[src/hdl/pte_ram.sv]
// Generic simple dual-port RAM with one write port and one registered read port.
module pte_ram #(
    parameter int WIDTH = 8,
    parameter int DEPTH = 16
) (
    input  logic                     i_clk,
    input  logic                     i_we,
    input  logic [$clog2(DEPTH)-1:0] i_waddr,
    input  logic [WIDTH-1:0]         i_wdata,
    input  logic                     i_re,
    input  logic [$clog2(DEPTH)-1:0] i_raddr,
    output logic [WIDTH-1:0]         o_rdata
);

    logic [WIDTH-1:0] r_mem [DEPTH];
    logic [WIDTH-1:0] r_rdata;

    // Write port and registered read port; hold data when not reading
    always_ff @(posedge i_clk) begin
        if (i_we) begin
            r_mem[i_waddr] <= i_wdata;
        end
        if (i_re) begin
            r_rdata <= r_mem[i_raddr];
        end
    end

    assign o_rdata = r_rdata;

endmodule

[config.mk]
export PLATFORM = sky130hd
export DESIGN_NAME = pte_ram
export DESIGN_NICKNAME = d
export VERILOG_FILES = /design/src/hdl/pte_ram.sv
export SDC_FILE = /design/constraint.sdc
export NUM_CORES = 1
export LEC_CHECK = 0
export BUFFER_PORTS_ARGS = -buffer_cell sky130_fd_sc_hd__buf_2
export CAP_MARGIN = 10
export CORE_ASPECT_RATIO = 1.2
export CORE_MARGIN = 10
export CORE_UTILIZATION = 60
export DETAILED_ROUTE_END_ITERATION = 12
export GPL_ROUTABILITY_DRIVEN = 0
export GPL_TIMING_DRIVEN = 1
export PLACE_DENSITY = 0.77
export REMOVE_ABC_BUFFERS = 1
export SYNTH_ARGS = -nofsm -noshare
export SYNTH_HDL_FRONTEND = slang
export SYNTH_SLANG_ARGS = --single-unit
[constraint.sdc]
create_clock -name i_clk -period 2.41 [get_ports i_clk]
set_input_delay 0.1205 -clock i_clk [delete_from_list [all_inputs] [get_ports i_clk]]
set_output_delay 0.1205 -clock i_clk [all_outputs]
set_load 0.02 [all_outputs]
==> results by group, run 1 <==
Setup path
  • CP Cell Sequence: mux4_1, a22oi_1, nand2_1
  • Arrival @ worst endpoint: around 1.8 ns
  • Register-to-register setup slack: 0.90 ns
  • CP max stage cell: mux4_1
  • Critical path class: reg2reg
  • Reg2Reg Depth: 3
  • Reg-to-reg endpoint: o_rdata[5]
  • Max FO, Critical Path: 1
  • R2r startpoint: r_mem[3][5]
  • Crit path capture type: register
  • Startpoint Class: register
  • Slowest stage delay, CP: 0.50 ns
  • Required @ worst endpoint: between 2 and 3 ns

Pwr
  • Total power: approximately 5.6 mW
  • Cell Pwr Density: 895 nW/um2
  • LEAKAGE: ~2.1 nW
  • Worst IR Drop VDD: 0.674 mV

Flow run
  • Max Cap Violations: 0

Timing
  • Relative slew slack: approximately half
  • Setup_tns: 0 ns
  • Tmin final: about 1.5 ns
  • Slew Viols, Final: 0
  • Period utilization: a little over three fifths
  • Worst Clk Skew: just over 0.006 ns
  • RSZ-0062 raised after global routing: no
  • Fmax: 663 MHz
  • Final setup fails: 0
  • Fin Hold WS: 0.151 ns
  • Slew @ Worst Pin: around 0.76 ns
  • Hold Vio Cnt, Final: 0

Cells and area
  • Non-filler cells, final: ~420
  • Ratio of cells with drive above 1 in the final layout: 30.6%
  • # diodes: 0
  • Most frequent cells in the layout: 136 x edfxtp_1, 26 x buf_2, 18 x mux4_2
  • Area growth, synth to finish: 20.1%
  • Core Util, Final: about 74%
  • Nets: between 300 and 400
  • Most common cell after layout, fill and taps aside: edfxtp_1

Worst hold path
  • Worst Hold End: r_mem[0][6]
  • Worst hold-check path type: in2reg
  • Hold Startpoint: i_waddr[0]
  • Hold path cells: 3

Global route
  • Initial antenna violation count: 0
  • Largest net degree at the start of global routing: 33
  • First-pass GRT wire length: between 15 and 20 mm
  • Tot GR Track Use: about 17%
  • Via count of the first global-routing pass: 2629
  • Total gr overflow: 0

Floorplanning
  • Chip width: roughly 110 um
  • Core Footprint: between 8000 and 9000 um2
  • Chip Height: ~120 um
  • DIE AREA: ~13000 um2
  • Io pins: 27
  • Starting Density: about three fifths
  • # rows: 37

Clock network
  • Worst-skew pair later-pin latency: around 0.52 ns
  • Clk buf depth: 2
  • Htree depth: 4
  • CTS Buf Count: 17
  • Postcts setup bufs: 0
  • CTS tree: built
  • CTS sink cnt: 136
  • Clk slew on worst S/H paths: 0.06 ns
  • Root buf cell: clkbuf_8

Route
  • Post-DR vias/cell: 5.94
  • 1st-iter DRT viols: approximately 250
  • Antenna viol nets, final: 0
  • DR vias: roughly 2500
  • DR WL/cell: approximately 24 um
  • DRT Pass-1 Iters: 4
  • Overall routed net length: 10.0 mm
  • # DRC: 0

Synthesis
  • Synth Instances: about 230
  • Register area share after synthesis: between 70% and 80%
  • Yosys top cell by area: edfxtp_1
  • Top post-synthesis cells by area: edfxtp_1 78%, mux4_2 7.8%, mux4_1 7.0%
  • Synthesized area: around 5200 um2
  • Ys Warns: 0
  • Yosys cell types: 18
  • Synthesized flop and latch total: 136
  • Avg Cell Area, Syn: ~23 um2
  • Top-area cell type share of the netlist area: about four fifths

Status
  • Status: completed

Placed design
  • Post-DP HPWL: between 6 and 7 mm
  • Dpl cells: between 300 and 400
  • PortBufs: 26
==> metal layers <==
| metal | GRT usage, % | vias to the layer above | share of wire [%] |
|---|---|---|---|
| met5 | 0 | - | 0 |
| met4 | 7.47 | 0 | 1.2 |
| met3 | 5.30 | 10 | 7.7 |
| met2 | 27.3 | 126 | 52 |
| met1 | 20.2 | 1260 | 39 |
| li1 | - | 1105 | - |
==> report_power, final <==
part	internal (mW)	switching, mW	leakage (nW)
Sequential	2.67	0.0149	1.24
Clock	1.77	0.908	0.298
Combinational	0.111	0.150	0.611
==> state kept, by name, indices dropped and copies added, names as in the netlist <==
register  count
r_mem       128
o_rdata       8
==> Yosys cell counts <==
cell type / number
nor3_1: 4
edfxtp_1: 136
and2_1: 1
nand3_1: 1
buf_2: 3
nor2b_1: 1
nand2b_1: 2
buf_4: 1
buf_6: 3
nand3b_1: 2
or3b_2: 1
nor2_1: 13
mux4_2: 18
and2b_1: 1
a22oi_1: 16
clkdlybuf4s25_2: 3
nand2_1: 9
mux4_1: 14
==> per-stage QoR <==
stage / instance area [um2] / worst slack (ns)
final: 6280 / 0.901
after global routing: 6280 / 0.827
after CTS: 6280 / 0.895
after detailed placement: 5570 / 0.685
after global placement: 5570 / 0.695
after floorplan: 5140 / 0.797
==> worst max-delay path, delay by kind of cell, from the launching register on <==
family	cells	cell delay [ns]
AOI/OAI and AO/OA	1	0.29
muxes	1	0.50
DFF	1	0.39
and+or+nand+nor	1	0.08
==> worst max-delay path by stage <==
stage                      from           to  slack (ns)  depth (start not counted)
finish              r_mem[3][5]   o_rdata[5]        0.90                          3
detailed placement   i_waddr[2]  r_mem[3][7]        0.68                          3
CTS                 r_mem[3][7]   o_rdata[7]        0.90                          3
global placement     i_waddr[2]  r_mem[1][5]        0.70                          3
global route        r_mem[0][7]   o_rdata[7]        0.83                          3
floorplan            i_waddr[2]  r_mem[0][0]        0.80                          2
==> timing repair <==
| action | 4_1_cts | 5_1_grt |
|---|---|---|
| gates resized for setup | 0 | 0 |
| hold endpoints to repair | 136 | 0 |
| hold buffers | 9 | 0 |
==> area by class of cell <==
class                      instances  area, um2
sequential                       136       4080
fill                             511       2240
multi-input combinational         83       1060
clock buffer                      18        418
timing repair buffer              53        368
clock inverter                    14        205
tap                              117        146
==> cell families after synthesis <==
family	Yosys count	share of synthesized area [%]
DFF	136	78.1
AOI/OAI and AO/OA	16	2.30
muxes	32	14.8
and+or+nand+nor	35	3.14
buffers and inverters	10	1.65
Power figures use the tool's default switching activity.
==> run 2, diff against run 1 <==
Settings changed: ABC_AREA set to 1, CORE_UTILIZATION 60 to 55, PLACE_DENSITY 0.77 to 0.74.
Clock period 2.41 ns to 1.3 ns, I/O delays scaled along.
==> results by group, run 2 <==
Timing
  • RSZ-0062 raised after global routing: no (unchanged)
  • Hold Vio Cnt, Final: 0 (unchanged)
  • Worst Clk Skew: 0.00674 ns (was 0.00620 ns)
  • Tmin final: 1.16 ns (was 1.51 ns)
  • Fmax: 866 MHz (was 663 MHz)
  • Period utilization: 88.9% (was 62.6%)
  • Relative slew slack: 58.8% (was 49.2%)
  • Final setup fails: 0 (unchanged)
  • Slew @ Worst Pin: 0.616 ns (was 0.760 ns)
  • Slew Viols, Final: 0 (unchanged)

Setup path
  • Reg-to-reg endpoint: o_rdata[0] (was o_rdata[5])
  • Startpoint Class: register (unchanged)
  • Critical path class: reg2reg (unchanged)
  • Reg2Reg Depth: 6 (was 3)
  • Arrival @ worst endpoint: 1.32 ns (was 1.78 ns)
  • Max FO, Critical Path: 1 (unchanged)
  • Required @ worst endpoint: 1.47 ns (was 2.68 ns)
  • Register-to-register setup slack: 0.14 ns (was 0.90 ns)
  • R2r startpoint: r_mem[7][0] (was r_mem[3][5])
  • Crit path capture type: register (unchanged)

Clock network
  • Worst-skew pair later-pin latency: 0.42 ns (was 0.52 ns)
  • CTS Hold Bufs: 1 (was 9)
  • Cts repair resizes: 0 (unchanged)
  • Postcts setup bufs: 0 (unchanged)
  • Clk buf depth: 2 (unchanged)
  • CTS Buf Count: 17 (unchanged)
  • Htree depth: 4 (unchanged)
  • CTS sink cnt: 136 (unchanged)
  • Clk slew on worst S/H paths: 0.06 ns (about the same)
  • CTS tree: built (unchanged)
  • Root buf cell: clkbuf_16 (was clkbuf_8)

Floorplanning
  • Chip Height: 133 um (was 122 um)
  • Io pins: 27 (unchanged)
  • Starting Density: 55.9% (was 61.4%)
  • Chip width: 114 um (was 105 um)
  • Core Footprint: 10500 um2 (was 8520 um2)
  • # rows: 41 (was 37)
  • DIE AREA: 15200 um2 (was 12900 um2)

Synthesis
  • Most instantiated library cell after synthesis: nand2_1 (was edfxtp_1)
  • Top post-synthesis cells by area: edfxtp_1 70%, nand2_1 11%, nand3_1 8.3% (was edfxtp_1 78%, mux4_2 7.8%, mux4_1 7.0%)
  • Avg Cell Area, Syn: 10.6 um2 (was 22.8 um2)
  • Number of synthesized flops with an enable pin: 136 (unchanged)
  • Yosys top cell by area: edfxtp_1 (unchanged)
  • Synthesized flop and latch total: 136 (unchanged)
  • Ys Warns: 0 (unchanged)
  • Register area share after synthesis: 69.8% (was 78.1%)
  • Synth Instances: 551 (was 229)
  • Top-area cell type share of the netlist area: 69.8% (was 78.1%)
  • Synthesized area: 5850 um2 (was 5230 um2)
  • Post-synth top cells: 173 x nand2_1, 136 x edfxtp_1, 100 x inv_1 (was 136 x edfxtp_1, 18 x mux4_2, 16 x a22oi_1)
  • Async set-reset flop share out of synthesis: 0% (unchanged)
  • Yosys cell types: 11 (was 18)
  • Main flop type after synthesis: edfxtp_1 (unchanged)

Flow run
  • Max Cap Violations: 0 (unchanged)

Pwr
  • LEAKAGE: 2.94 nW (was 2.14 nW)
  • Cell Pwr Density: 1510 nW/um2 (was 895 nW/um2)
  • Worst IR Drop VDD: 0.880 mV (was 0.674 mV)

Placed design
  • Post-DP HPWL: 8.08 mm (was 6.41 mm)
  • Dpl cells: 704 (was 380)
  • PortBufs: 26 (unchanged)

Route
  • DRT Pass-1 Iters: 6 (was 4)
  • Antenna viol nets, final: 0 (unchanged)
  • DR vias: 3936 (was 2501)
  • DR WL/cell: 17.6 um (was 23.8 um)
  • # DRC: 0 (unchanged)
  • Post-DR vias/cell: 5.34 (was 5.94)
  • Overall routed net length: 13.0 mm (was 10.0 mm)
  • 1st-iter DRT viols: 514 (was 253)

Worst hold path
  • Hold path cells: 1 (was 3)
  • Worst Hold End: r_mem[5][0] (was r_mem[0][6])
  • Worst hold-check path type: in2reg (unchanged)
  • Hold Startpoint: i_wdata[0] (was i_waddr[0])

Cells and area
  • Nets: 614 (was 310)
  • Core Util, Final: 64.6% (was 73.7%)
  • Most common cell after layout, fill and taps aside: nand2_1 (was edfxtp_1)
  • Area growth, synth to finish: 15.7% (was 20.1%)
  • # diodes: 0 (unchanged)
  • Largest Register: r_mem (unchanged)
  • Fill cell count: 785 (was 511)
  • Max FFs per register: 128 (unchanged)
  • Most frequent cells in the layout: 173 x nand2_1, 136 x edfxtp_1, 100 x inv_1 (was 136 x edfxtp_1, 26 x buf_2, 18 x mux4_2)
  • Non-filler cells, final: 737 (was 421)
  • Ratio of cells with drive above 1 in the final layout: 12.2% (was 30.6%)

Global route
  • Via count of the first global-routing pass: 4022 (was 2629)
  • Largest net degree at the start of global routing: 65 (was 33)
  • Initial antenna violation count: 0 (unchanged)
  • Total gr overflow: 0 (unchanged)
  • First-pass GRT wire length: 20.7 mm (was 15.4 mm)
  • Tot GR Track Use: 17.9% (was 16.8%)

Status
  • Status: completed (unchanged)
-- run 2: changes by cell type in the layout (fill, tap and decap cells not counted), sizes merged, moves of 3 or more --
cell / change
nand2: +164
nor2: +4
nand3: +96
a22oi: -16
nor3: -4
dlygate4sd3: -8
buf: +4
inv: +102
clkinv: +3
mux4: -32
-- run 2: worst max path at each step --
stage | start | endpoint | slack [ns] | cells after the start
floorplan | i_raddr[0] | o_rdata[2] | 0.11 | 6
global placement | i_raddr[1] | o_rdata[6] | 0.02 | 6
detailed placement | i_raddr[1] | o_rdata[5] | -0.003 | 6
CTS | r_mem[5][6] | o_rdata[6] | 0.15 | 6
global route | r_mem[15][1] | o_rdata[1] | 0.07 | 6
finish | r_mem[7][0] | o_rdata[0] | 0.14 | 6
-- run 2: final cells by class --
class / instances / area (um2) / area share [%]
sequential: 136 / 4080 / 60.4
multi-input combinational: 289 / 1210 / 17.9
clock buffer: 19 / 433 / 6.40
inverter: 102 / 383 / 5.66
timing repair buffer: 49 / 355 / 5.25
tap: 129 / 161 / 2.39
clock inverter: 13 / 135 / 2.00
-- run 2: report_power, final --
part	switching, mW	internal, mW	leakage [nW]
sequential	0.0284	4.94	1.24
clock	1.66	2.95	0.276
combinational	0.442	0.187	1.43
total	2.13	8.09	2.94
-- run 2: kinds of logic (layout without fill, tap and decap cells) --
group	count (synthesis)	in the layout	synth area share (%)
buffers and inverters	126	183	9.39
DFF	136	136	69.8
and+or+nand+nor	289	289	20.8
-- run 2: critical path, stage by stage (launching register included) --
cell and delay, ns:
edfxtp_1 0.38, inv_1 0.07, nand2_1 0.06, nand3_1 0.11, nand3_1 0.09, nand3_1 0.11
nand2_1 0.09
-- run 2: layer usage --
layer / wire length, um / share of wire (%) / vias to the layer above / GRT usage, %
met5: 0 / 0 / - / 0
met4: 463 / 3.6 / 0 / 10.1
met3: 809 / 6.2 / 37 / 4.07
met2: 6630 / 51 / 177 / 29.8
met1: 5090 / 39 / 1854 / 20.7
li1: - / - / 1868 / -
-- run 2: metrics by stage --
step           total power, mW  setup TNS [ns]  instance area, um2  setup slack [ns]  hold WS, ns
3_3_place_gp              5.66               0                6190            0.0157        0.431
2_1_floorplan             5.35               0                5680             0.114        0.164
3_5_place_dp              5.68        -0.00340                6190          -0.00340        0.433
5_1_grt                   10.5               0                6770            0.0720       0.0681
4_1_cts                   10.3               0                6770             0.146       0.0525
6_report                  10.2               0                6770             0.145       0.0581
==> run 3, diff against run 2 <==
--- a/config.mk
+++ b/config.mk
@@ -16,4 +16,5 @@
 export GPL_TIMING_DRIVEN = 1
-export PLACE_DENSITY = 0.74
+export PLACE_DENSITY = 0.86
 export REMOVE_ABC_BUFFERS = 1
+export SLEW_MARGIN = 20
 export SYNTH_ARGS = -nofsm -noshare
==> constraint.sdc (replaced) <==
create_clock -name i_clk -period 1.3 [get_ports i_clk]
set_input_delay 0.13 -clock i_clk [delete_from_list [all_inputs] [get_ports i_clk]]
set_output_delay 0.13 -clock i_clk [all_outputs]
set_load 0.02 [all_outputs]
==> results by group, run 3 (same netlist as run 2, synthesis figures left out) <==
Global route
  • Largest net degree at the start of global routing: 65 (unchanged)
  • Via count of the first global-routing pass: 4355 (was 4022)
  • Tot GR Track Use: 19.0% (was 17.9%)
  • Total gr overflow: 0 (unchanged)
  • Initial antenna violation count: 0 (unchanged)
  • First-pass GRT wire length: 22.2 mm (was 20.7 mm)

Placed design
  • Post-DP HPWL: 8.50 mm (was 8.08 mm)
  • PortBufs: 26 (unchanged)
  • Dpl cells: 705 (was 704)

Clock network
  • Worst-skew pair later-pin latency: 0.42 ns (about the same)
  • CTS Buf Count: 17 (unchanged)
  • Root buf cell: clkbuf_16 (unchanged)
  • Htree depth: 4 (unchanged)
  • CTS sink cnt: 136 (unchanged)
  • CTS Hold Bufs: 0 (was 1)
  • Clk buf depth: 2 (unchanged)
  • Postcts setup bufs: 0 (unchanged)
  • Clk slew on worst S/H paths: 0.06 ns (about the same)
  • CTS tree: built (unchanged)
  • Cts repair resizes: 0 (unchanged)

Floorplanning
  • Starting Density: 55.9% (unchanged)
  • Io pins: 27 (unchanged)
  • Chip width: 114 um (unchanged)
  • DIE AREA: 15200 um2 (unchanged)
  • Chip Height: 133 um (unchanged)
  • # rows: 41 (unchanged)
  • Core Footprint: 10500 um2 (unchanged)

Setup path
  • CP Cell Sequence: inv_1, nand2_1, nand3_1, nand3_1, nand3_1, nand2_1 (unchanged)
  • Startpoint Class: register (unchanged)
  • Reg2Reg Depth: 6 (unchanged)
  • Critical path class: reg2reg (unchanged)
  • Crit path capture type: register (unchanged)
  • Required @ worst endpoint: 1.46 ns (was 1.47 ns)
  • Slowest stage delay, CP: 0.37 ns (was 0.38 ns)
  • Arrival @ worst endpoint: 1.37 ns (was 1.32 ns)
  • CP max stage cell: edfxtp_1 (unchanged)
  • Reg-to-reg endpoint: o_rdata[0] (unchanged)
  • Crit path top cell by count: nand3_1 (unchanged)
  • Max FO, Critical Path: 1 (unchanged)
  • Register-to-register setup slack: 0.1 ns (was 0.14 ns)
  • R2r startpoint: r_mem[6][0] (was r_mem[7][0])

Route
  • DR vias: 4150 (was 3936)
  • # DRC: 0 (unchanged)
  • Antenna viol nets, final: 0 (unchanged)
  • 1st-iter DRT viols: 588 (was 514)
  • Post-DR vias/cell: 5.64 (was 5.34)
  • DRT Pass-1 Iters: 7 (was 6)
  • Overall routed net length: 13.8 mm (was 13.0 mm)
  • DR WL/cell: 18.7 um (was 17.6 um)

Timing
  • Period utilization: 92.7% (was 88.9%)
  • Final setup fails: 0 (unchanged)
  • Setup_tns: 0 ns (unchanged)
  • Worst Clk Skew: 0.00526 ns (was 0.00674 ns)
  • Slew @ Worst Pin: 0.622 ns (was 0.616 ns)
  • Tmin final: 1.20 ns (was 1.16 ns)
  • Slew Viols, Final: 0 (unchanged)
  • Fmax: 830 MHz (was 866 MHz)
  • RSZ-0062 raised after global routing: no (unchanged)
  • Relative slew slack: 58.5% (was 58.8%)
  • Hold Vio Cnt, Final: 0 (unchanged)

Cells and area
  • Largest Register: r_mem (unchanged)
  • Most frequent cells in the layout: 173 x nand2_1, 136 x edfxtp_1, 100 x inv_1 (unchanged)
  • Ratio of cells with drive above 1 in the final layout: 12.9% (was 12.2%)
  • Most common cell after layout, fill and taps aside: nand2_1 (unchanged)
  • # diodes: 0 (unchanged)
  • Register area: 4080 um2 (unchanged)
  • Max FFs per register: 128 (unchanged)
  • Non-filler cells, final: 736 (was 737)
  • Multi-input logic area: 1210 um2 (unchanged)
  • Nets: 614 (unchanged)
  • Fill cell count: 763 (was 785)
  • Core Util, Final: 65.0% (was 64.6%)
  • Area growth, synth to finish: 16.4% (was 15.7%)

Flow run
  • Max Cap Violations: 0 (unchanged)

Pwr
  • Worst IR Drop VDD: 1.28 mV (was 0.880 mV)
  • LEAKAGE: 2.95 nW (was 2.94 nW)
  • Total power: 10.5 mW (was 10.2 mW)
  • Cell Pwr Density: 1550 nW/um2 (was 1510 nW/um2)

Worst hold path
  • Worst hold-check path type: in2reg (unchanged)
  • Hold path cells: 1 (unchanged)
  • Worst Hold End: o_rdata[1] (was r_mem[5][0])
  • Hold Startpoint: i_re (was i_wdata[0])

Status
  • Status: completed (unchanged)
-- run 3: changes by cell type in the layout (fill, tap and decap cells not counted), sizes merged --
| cell | before | now |
|---|---|---|
| clkinv | 9 | 6 |
| clkinvlp | 1 | 3 |
| buf | 48 | 49 |
| bufinv | 3 | 4 |
| clkbuf | 19 | 18 |
| dlygate4sd3 | 1 | 0 |
-- run 3: critical path, delay by kind of cell, from the launching register on --
kind | cells | cell delay, ns
buffers and inverters | 1 | 0.08
DFF | 1 | 0.37
and+or+nand+nor | 5 | 0.50
-- run 3: routing by layer --
metal / up-vias / global-route usage (%) / share of wire (%)
met4: 0 / 11.2 / 4.6
met2: 246 / 32.2 / 52
met3: 56 / 5.07 / 8.3
met5: - / 0 / 0
met1: 1976 / 20.8 / 35
li1: 1872 / - / -
-- run 3: layout make-up --
cell class | count | share of cell area (%)
multi-input cells | 289 | 17.8
well taps | 129 | 2.37
flip-flops and latches | 136 | 60.0
repair buffers | 49 | 5.19
inverters | 102 | 5.63
clock buffers | 18 | 6.31
clock inverters | 13 | 2.65
-- run 3: metrics by stage --
stage	worst slack [ns]	area, um2	hold slack, ns
finish	0.0955	6800	0.0824
CTS	0.114	6800	0.0700
floorplan	0.0494	5680	0.229
global placement	0.00211	6190	0.478
detailed placement	-0.0586	6190	0.497
global route	0.0484	6800	0.0732
-- run 3: how the worst max path moves through the flow --
stage | start | end
floorplan | i_raddr[0] | o_rdata[2]
global placement | i_raddr[1] | o_rdata[3]
detailed placement | i_raddr[1] | o_rdata[3]
CTS | r_mem[7][3] | o_rdata[3]
global route | r_mem[5][0] | o_rdata[0]
finish | r_mem[6][0] | o_rdata[0]
-- run 3: power breakdown --
part           total, mW  leakage, nW  switching [mW]  internal, mW
registers           4.97         1.24          0.0298          4.94
clock network       4.91        0.285            1.73          3.18
logic              0.646         1.43           0.458         0.187
total               10.5         2.95            2.22          8.31
